## src/hdl/overwrite_ring_buffer_hold_last_assert.svh

```systemverilog
// ----------------------------------------------------------------------------
// overwrite ring buffer assertion macros
// shared concurrent assertion forms, clocked on clk and disabled in reset
// ----------------------------------------------------------------------------
`ifndef OVERWRITE_RING_BUFFER_HOLD_LAST_ASSERT_SVH
`define OVERWRITE_RING_BUFFER_HOLD_LAST_ASSERT_SVH

// condition holds at every edge
`define ORB_ASSERT_ALWAYS(lbl, expr, msg) \
  lbl: assert property (@(posedge clk) disable iff (rst) (expr)) else $error(msg);

// same-cycle implication
`define ORB_ASSERT_IMPLIES(lbl, ante, cons, msg) \
  lbl: assert property (@(posedge clk) disable iff (rst) (ante) |-> (cons)) \
    else $error(msg);

// next-cycle implication
`define ORB_ASSERT_NEXT(lbl, ante, cons, msg) \
  lbl: assert property (@(posedge clk) disable iff (rst) (ante) |=> (cons)) \
    else $error(msg);

`endif

```

## src/hdl/orb_pkg.sv

```systemverilog
// ----------------------------------------------------------------------------
// orb_pkg
// shared codes, field widths and controller/datapath interface types
// ----------------------------------------------------------------------------
package orb_pkg;

  localparam int ACTION_W = 2;
  localparam int BYTE_W   = 8;
  localparam int LEN_W    = 7;
  localparam int CAP_W    = 13;

  localparam logic [ACTION_W-1:0] ACT_WRITE = 2'd0;
  localparam logic [ACTION_W-1:0] ACT_READ  = 2'd1;
  localparam logic [ACTION_W-1:0] ACT_CLEAR = 2'd2;

  typedef struct packed {
    logic cfg_write;
    logic push;
    logic clear;
    logic start;
    logic fetch;
    logic load_mem;
    logic end_stored;
    logic load_pad;
  } orb_cmd_t;

  typedef struct packed {
    logic fill_empty;
    logic remain_zero;
    logic out_free;
  } orb_status_t;

endpackage

```

## src/hdl/orb_ctrl.sv

```systemverilog
// ----------------------------------------------------------------------------
// orb_ctrl
// request sequencer: accepts requests and steps a read through fetch,
// load and padding phases
// ----------------------------------------------------------------------------
module orb_ctrl (
  input  logic                          clk,
  input  logic                          rst,
  input  logic                          in_valid,
  output logic                          in_ready,
  input  logic                          cfg_valid,
  output logic                          cfg_ready,
  input  logic [orb_pkg::ACTION_W-1:0]  action,
  input  logic                          len_nonzero,
  input  orb_pkg::orb_status_t          status,
  output orb_pkg::orb_cmd_t             cmd
);

  import orb_pkg::*;

  typedef enum logic [1:0] {
    ST_IDLE,
    ST_FETCH,
    ST_LOAD,
    ST_PAD
  } state_t;

  state_t state;
  state_t state_next;
  logic   accept;

  assign accept = in_valid && in_ready;

  always_comb begin
    state_next = state;
    cmd        = '0;
    in_ready   = 1'b0;
    cfg_ready  = 1'b0;
    case (state)
      ST_IDLE: begin
        cfg_ready     = 1'b1;
        in_ready      = !cfg_valid;
        cmd.cfg_write = cfg_valid;
        if (accept) begin
          case (action)
            ACT_WRITE: cmd.push = 1'b1;
            ACT_CLEAR: cmd.clear = 1'b1;
            ACT_READ: begin
              if (len_nonzero) begin
                cmd.start  = 1'b1;
                state_next = ST_FETCH;
              end
            end
            default: ;
          endcase
        end
      end
      ST_FETCH: begin
        if (!status.fill_empty && !status.remain_zero) begin
          cmd.fetch  = 1'b1;
          state_next = ST_LOAD;
        end else begin
          cmd.end_stored = 1'b1;
          state_next     = ST_PAD;
        end
      end
      ST_LOAD: begin
        if (status.out_free) begin
          cmd.load_mem = 1'b1;
          state_next   = ST_FETCH;
        end
      end
      ST_PAD: begin
        if (status.remain_zero) begin
          state_next = ST_IDLE;
        end else if (status.out_free) begin
          cmd.load_pad = 1'b1;
        end
      end
      default: state_next = ST_IDLE;
    endcase
  end

  always_ff @(posedge clk) begin
    if (rst) begin
      state <= ST_IDLE;
    end else begin
      state <= state_next;
    end
  end

endmodule

```

## config.mk

```make
export PLATFORM = sky130hd
export DESIGN_NAME = orb_ctrl
export DESIGN_NICKNAME = d
export VERILOG_FILES = /design/src/hdl/overwrite_ring_buffer_hold_last_assert.svh /design/src/hdl/orb_pkg.sv /design/src/hdl/orb_ctrl.sv
export SDC_FILE = /design/constraint.sdc
export NUM_CORES = 1
export LEC_CHECK = 0
export BUFFER_PORTS_ARGS = -buffer_cell sky130_fd_sc_hd__buf_2
export CAP_MARGIN = 40
export CORE_AREA = 2 2 39 41
export CTS_CLUSTER_DIAMETER = 50
export DETAILED_ROUTE_END_ITERATION = 8
export DIE_AREA = 0 0 41 43
export PLACE_DENSITY_LB_ADDON = 0.2
export SLEW_MARGIN = 20
export SYNTH_ARGS = -nofsm -noshare
export SYNTH_HDL_FRONTEND = slang
export SYNTH_SLANG_ARGS = --single-unit
export TNS_END_PERCENT = 30
```

## constraint.sdc

```tcl
create_clock -name clk -period 2.1 [get_ports clk]
set_input_delay 0.315 -clock clk [delete_from_list [all_inputs] [get_ports clk]]
set_output_delay 0.315 -clock clk [all_outputs]
set_load 0.01 [all_outputs]
```

## Word level (Yosys, flattened, before mapping)

Index checks and enable logic that the tools add are counted.

- Eq/ne operators: 10
- Mux-type cells: 23
- Reductions and logical operators: 8

Operators with widths:

| cell | count |
|---|---|
| 1-bit 2-to-1 mux | 15 |
| 2-bit 2-to-1 mux | 5 |
| 2-bit != test, second input constant | 4 |
| 2-bit case mux with 4 select lines | 1 |
| 2-bit == test, second input constant | 3 |
| 5-bit AND reduction | 1 |
| 2-bit by 1-bit == test with 1-bit output, second input constant | 2 |
| 2-bit logical NOT | 2 |
| 4-bit 2-to-1 mux | 1 |
| 1-bit logical NOT | 3 |
| 3-bit 2-to-1 mux | 1 |
| 1-bit logical AND | 2 |
| 2-bit by 1-bit != test with 1-bit output, second input constant | 1 |

- Register bits after elaboration: 2
- Output and inout bits: 10

## Longest topological paths before layout

Gate-level depths: netlist (run 1).

- Word-level depth: 5
- Mapped depth: 4

## Worst setup path after synthesis (run 1)

OpenSTA, ideal clock, no wires.

- Kind: reg2out
- From: reg state[0]
- To: out cmd[6] (netlist bit)
- Arrival time: 1.017 ns
- Required time: 1.785 ns
- Slack: 0.768 ns
- Stages on the path, launching flop included: 5
- Path buffers: 1
- Cell sequence: dfxtp_1 buf_6 nor3_4 nand2_2 nor3_1

RTL lines:

| element | RTL line | RTL |
|---|---|---|
| start: declaration | orb_ctrl.sv:28 | `state_t state;` |
| start signal: assignment | orb_ctrl.sv:88 | `state <= state_next;` |
| end: declaration | orb_ctrl.sv:16 | `output orb_pkg::orb_cmd_t cmd` |

==> impl_metrics.yaml, run 1 <==
routing:
  wl_per_cell_um: 8.603
  firstDrtPassIters: 2
  ant_nets: 0
  wl_um: 542
  vias: 260
  drcViolationCount: 0
  viasPerCell: 4.127
  drt_iter0_markers: 1
layout:
  layout.nets: 59
  drive_gt1_share_pct: 57.45
  syn_to_final_growth_pct: 50.83
  diodes: 0
  fin_area_sq_um: 341.6
  reg_top3: "state x2"
  largest_reg_flops: 2
  regMostFlops: "state"
synth:
  async_flop_share_pct: 0
  yosys.area.top_type_share_pct: 17.68
  synth_top_area_cell: "dfxtp_1"
  synth_area_sq_um: 226.5
  ys.flop_type: "dfxtp_1"
  syn_area_per_cell_sq_um: 8.388
  synth-seq-area-share_pct: 17.68
  synth_area_leaders: "dfxtp_1 18%, nor3b_2 11%, nor4b_4 10%"
  yosysWarnings: 0
  synth_cells: 27
  ys_types: 17
  synth-edff-count: 0
  ys_ff_latch: 2
  yosysMostFrequentCell: "nor2_1"
  synth_fp_nets: 37
critical_path:
  cp.required_ns: 1.78
  endpoint_kind: "output port"
  arrival_ns: 1.25
  r2r_start: "state[1]$_SDFFE_PP0P_"
  timing.rr.end: "state[0]$_SDFFE_PP0P_"
  cp_slowest_stage_delay_ns: 0.40
  r2r_cells: 3
  rrSetupSlack_ns: 0.98
  cp-start-kind: "flip-flop"
  crit_slowest_cell: "dfxtp_1"
  crit_path_cell_trace: "nor3_4, nand2_2, nor3b_2, buf_2"
  crit_fanout: 9
  worstSetupPathType: "reg -> out"
worst_hold_path:
  hold_path_class: "in -> reg"
  min_to: "state[1]$_SDFFE_PP0P_"
  min-delay-start: "rst"
  whs_path_depth: 2
sta:
  setup_viol: 0
  post-route-min-period_ns: 1.568
  hold_viol_final: 0
  relSlewSlack_pct: 74.98
  worst_slew_pin_slew_ns: 0.3748
  period_share_pct: 74.68
  fmax_ghz: 0.6377
  rsz0062_at_grt: "no"
  drv_slew: 0
  skew_ns: 0.005290
  fin_setup_tns_ns: 0
global_routing:
  grt_use_met2_pct: 9.375
  grt_start_max_net_pins: 10
  top_usage_layer: "met2"
  track_usage_pct: 7.422
  grt_pass1_wl_um: 834
  grt_pass1_vias: 235
  gr-usage-met1_pct: 8.333
  antenna_found_initial: 0
  use_met3_pct: 3.141
  gr-total-overflow: 0
clocking:
  post_cts_buffers: 0
  postCtsHoldBufs: 0
  cts_buffers: 3
  cts.path.max_buffers: 2
  cts_sinks: 2
  ctsRootBufferMaster: "clkbuf_4"
  htree_levels: 1
  clock_latency_ns: 0.23
  clk_pin_slew_ns: 0.03
  cts_tree: "done"
  cts_resized: 0
power_and_ir_drop:
  power_density_nw_per_um2: 532.7
  power_frac_comb_pct: 26.5
  finalPower_w: 0.0001820
  p_leak_nw: 0.1599
  intPower_w: 0.0001283
  p_switching_w: 0.00005367
  p_seq_share_pct: 26.1
  clock_power_share_pct: 47.5
  irDropWorstVdd_mv: 0.1677
  switching_share_pct: 29.49
place:
  dp_hpwl_um: 424.1
  placed_area_sq_um: 319.1
  gpl.final_weighted_congestion: 0.5876
  io_buffers: 19
floorplanning:
  initial_utilization_pct: 16.37
  num_io_pins: 20
  num_rows: 14
  die_y_um: 43
  die-area_sq_um: 1763
  core-area_sq_um: 1384
  die_w_um: 41
job:
  cap_violations: 0
run_status:
  status: "complete, no violations"
layout make-up:
| type | count | area, sq um |
|---|---|---|
| sequential | 2 | 40.04 |
| multi-input combinational | 23 | 163.9 |
| tap | 16 | 20.02 |
| timing repair buffer | 19 | 95.09 |
| fill | 156 | 1042 |
| clock buffer | 3 | 22.52 |
worst max-delay path: cells and delay by family, from the launching register on:
kind | cells | cell delay (ns)
buf+inv | 1 | 0.14
flops | 1 | 0.40
simple gates | 3 | 0.48
power groups by stage:
stage | combinational (W) | sequential (W) | clock (W)
2_1_floorplan | 0.0000344 | 0.0000420 | 0
3_3_place_gp | 0.0000495 | 0.0000482 | 0
3_5_place_dp | 0.0000486 | 0.0000480 | 0
4_1_cts | 0.0000489 | 0.0000474 | 0.0000927
5_1_grt | 0.0000526 | 0.0000479 | 0.0000972
6_report | 0.0000482 | 0.0000474 | 0.0000864
kinds of logic (layout without fill, tap and decap cells):
family,after synthesis,in the layout,synth area share (%)
buffers and inverters,2,22,9.944
AND/OR/NAND/NOR,20,20,65.20
AO/OA/AOI/OAI,3,3,7.180
flip-flops,2,2,17.68
stage by stage:
stage	instances	util (%)	worst slack, ns	hold slack (ns)
5_1_grt	63	24.68	0.4426	0.2632
2_1_floorplan	27	-	0.7679	0.3874
3_3_place_gp	60	23.06	0.7571	0.4978
6_report	63	24.68	0.5318	0.2634
3_5_place_dp	60	23.06	0.7673	0.4930
4_1_cts	63	24.68	0.5130	0.2542
cells in the final DEF (no fill, tap or decap), drive strengths merged, types with 2 or more instances in the layout:
cell     n
buf     19
nor3b    4
nand2    3
nor3     2
clkbuf   3
nor2     6
dfxtp    2
routing by layer:
layer | vias up | wire length (um)
met5 | - | 0
met1 | 114 | 222
met4 | 0 | 0
met2 | 12 | 286
met3 | 0 | 34
li1 | 134 | -
worst max path at each step:
stage | start | endpoint | slack (ns)
floorplan | state[0]$_SDFFE_PP0P_ | cmd[6] | 0.77
global placement | state[0]$_SDFFE_PP0P_ | cmd[5] | 0.76
detailed placement | state[1]$_SDFFE_PP0P_ | cmd[5] | 0.77
CTS | state[0]$_SDFFE_PP0P_ | cmd[5] | 0.51
global route | state[1]$_SDFFE_PP0P_ | cmd[0] | 0.44
finish | state[0]$_SDFFE_PP0P_ | cmd[5] | 0.53
Note: power is estimated with default switching activity, not from simulation.
==> run 2, diff against run 1 <==
clock period = 1.5 ns   (was 2.1 ns; I/O delays follow)
==> run 2 against run 1 <==
Global-route usage grew 0.10 points. First-iteration DRC count grew to 5.0 times the previous value. Hold slack lost 0.098 ns. Clock skew is essentially flat. Die area is the same. Clock-buffer cell count is the same. Final cell count is the same. Largest power group unchanged.
==> impl_metrics.yaml, run 2 (same netlist as run 1, synthesis figures left out) <==
run_status:
  status: "complete, no violations"
routing:
  ant_nets: 0
  wl_um: 540
  drt_iter0_markers: 5
  viasPerCell: 4.063
  firstDrtPassIters: 3
  wl_per_cell_um: 8.571
  vias: 256
  drcViolationCount: 0
critical_path:
  crit_path_cell_trace: "nor3_4, nand2_2, nor3b_2, buf_2"
  endpoint_kind: "output port"
  arrival_ns: 1.20
  crit_fanout: 9
  cp-startpoint: "state[0]$_SDFFE_PP0P_"
  r2r_start: "state[1]$_SDFFE_PP0P_"
  cp_slowest_stage_delay_ns: 0.36
  crit_slowest_cell: "dfxtp_2"
  worstSetupPathType: "reg -> out"
  cp.required_ns: 1.27
  path_buf_inv: 1
  cp_top_family: "simple AND/OR/NAND/NOR gates"
  cp-start-kind: "flip-flop"
  r2r_cells: 3
  crit_cells: 4
floorplanning:
  num_io_pins: 20
  die-area_sq_um: 1763
  die_y_um: 43
  die_w_um: 41
  num_rows: 14
  core-area_sq_um: 1384
  initial_utilization_pct: 16.37
power_and_ir_drop:
  irDropWorstVdd_mv: 0.2367
  intPower_w: 0.0001804
  switching_share_pct: 29.32
  clock_power_share_pct: 47.4
  p_switching_w: 0.00007486
  power_density_nw_per_um2: 742.0
  power_frac_comb_pct: 26.3
  p_leak_nw: 0.1609
  p_seq_share_pct: 26.3
worst_hold_path:
  whs_path_depth: 2
  min-delay-start: "rst"
  hold_path_class: "in -> reg"
sta:
  worst_slew_pin_slew_ns: 0.2071
  setup_viol: 0
  relSlewSlack_pct: 86.14
  post-route-min-period_ns: 1.424
  skew_ns: 0.005170
  drv_slew: 0
  hold_viol_final: 0
  fmax_ghz: 0.7024
  period_share_pct: 94.92
  fin_setup_tns_ns: 0
  rsz0062_at_grt: "no"
global_routing:
  antenna_found_initial: 0
  gr-total-overflow: 0
  track_usage_pct: 7.523
  grt_pass1_vias: 233
  grt_pass1_wl_um: 848
  grt_start_max_net_pins: 10
clocking:
  cts.path.max_buffers: 2
  cts_tree: "done"
  clock_latency_ns: 0.23
  ctsRootBufferMaster: "clkbuf_4"
  cts_sinks: 2
  clk_pin_slew_ns: 0.03
  post_cts_buffers: 0
  postCtsHoldBufs: 0
  htree_levels: 1
  cts_buffers: 3
layout:
  regMostFlops: "state"
  final_cell_mix: "19 x buf_2, 6 x nor2_1, 3 x clkbuf_4"
  fin_area_sq_um: 344.1
  reg_top3: "state x2"
  drive_gt1_share_pct: 61.70
  largest_reg_flops: 2
  final_common_cell: "buf_2"
  syn_to_final_growth_pct: 51.93
  diodes: 0
  layout.nets: 59
place:
  dp_hpwl_um: 428.8
  placed_area_sq_um: 319.1
  gpl.final_weighted_congestion: 0.5869
  io_buffers: 19
job:
  cap_violations: 0
run 2: cell counts in the layout (fill, tap and decap cells not counted):
No cell type changed its count.
run 2: repair_timing:
action	in CTS	in global routing
gates resized for setup	1	1
pin swaps	0	0
endpoints found under the setup margin	1	3
run 2: path summary, 6_finish.rpt:
| check | to | slack, ns |
|---|---|---|
| setup reg to reg | state[0]$_SDFFE_PP0P_ | 0.51 |
| hold reg to reg | state[1]$_SDFFE_PP0P_ | 0.59 |
| setup / recovery | cmd[5] | 0.08 |
| hold / removal | state[1]$_SDFFE_PP0P_ | 0.17 |
run 2: layer usage:
layer,vias up,part of all wire [%],GRT usage [%]
met5,-,0,0
met4,0,0,8.000
met3,0,6.7,3.141
met2,12,50,9.375
met1,110,43,8.654
li1,134,-,-
run 2: through the flow:
stage | instances | util [%] | setup slack, ns | power [W] | hold slack (ns)
floorplan | 27 | - | 0.2579 | 0.0001070 | 0.2974
global placement | 60 | 23.06 | 0.2456 | 0.0001368 | 0.4078
detailed placement | 60 | 23.06 | 0.2503 | 0.0001352 | 0.4013
CTS | 63 | 24.77 | 0.0005690 | 0.0002650 | 0.1626
global route | 63 | 24.86 | 0.01010 | 0.0002772 | 0.1663
finish | 63 | 24.86 | 0.07623 | 0.0002553 | 0.1650
run 2: power groups by stage:
stage | registers (W) | logic (W) | clock network [W]
after global placement | 0.0000675 | 0.0000693 | 0
after global routing | 0.0000679 | 0.0000731 | 0.000136
after CTS | 0.0000668 | 0.0000684 | 0.000130
after floorplan | 0.0000588 | 0.0000482 | 0
final | 0.0000671 | 0.0000672 | 0.000121
after detailed placement | 0.0000671 | 0.0000681 | 0
run 2: area by class of cell:
class                   count  area, sq um
flip-flops and latches      2        42.54
repair buffers             19        95.09
clock buffers               3        22.52
fillers                   153         1040
multi-input cells          23        163.9
well taps                  16        20.02
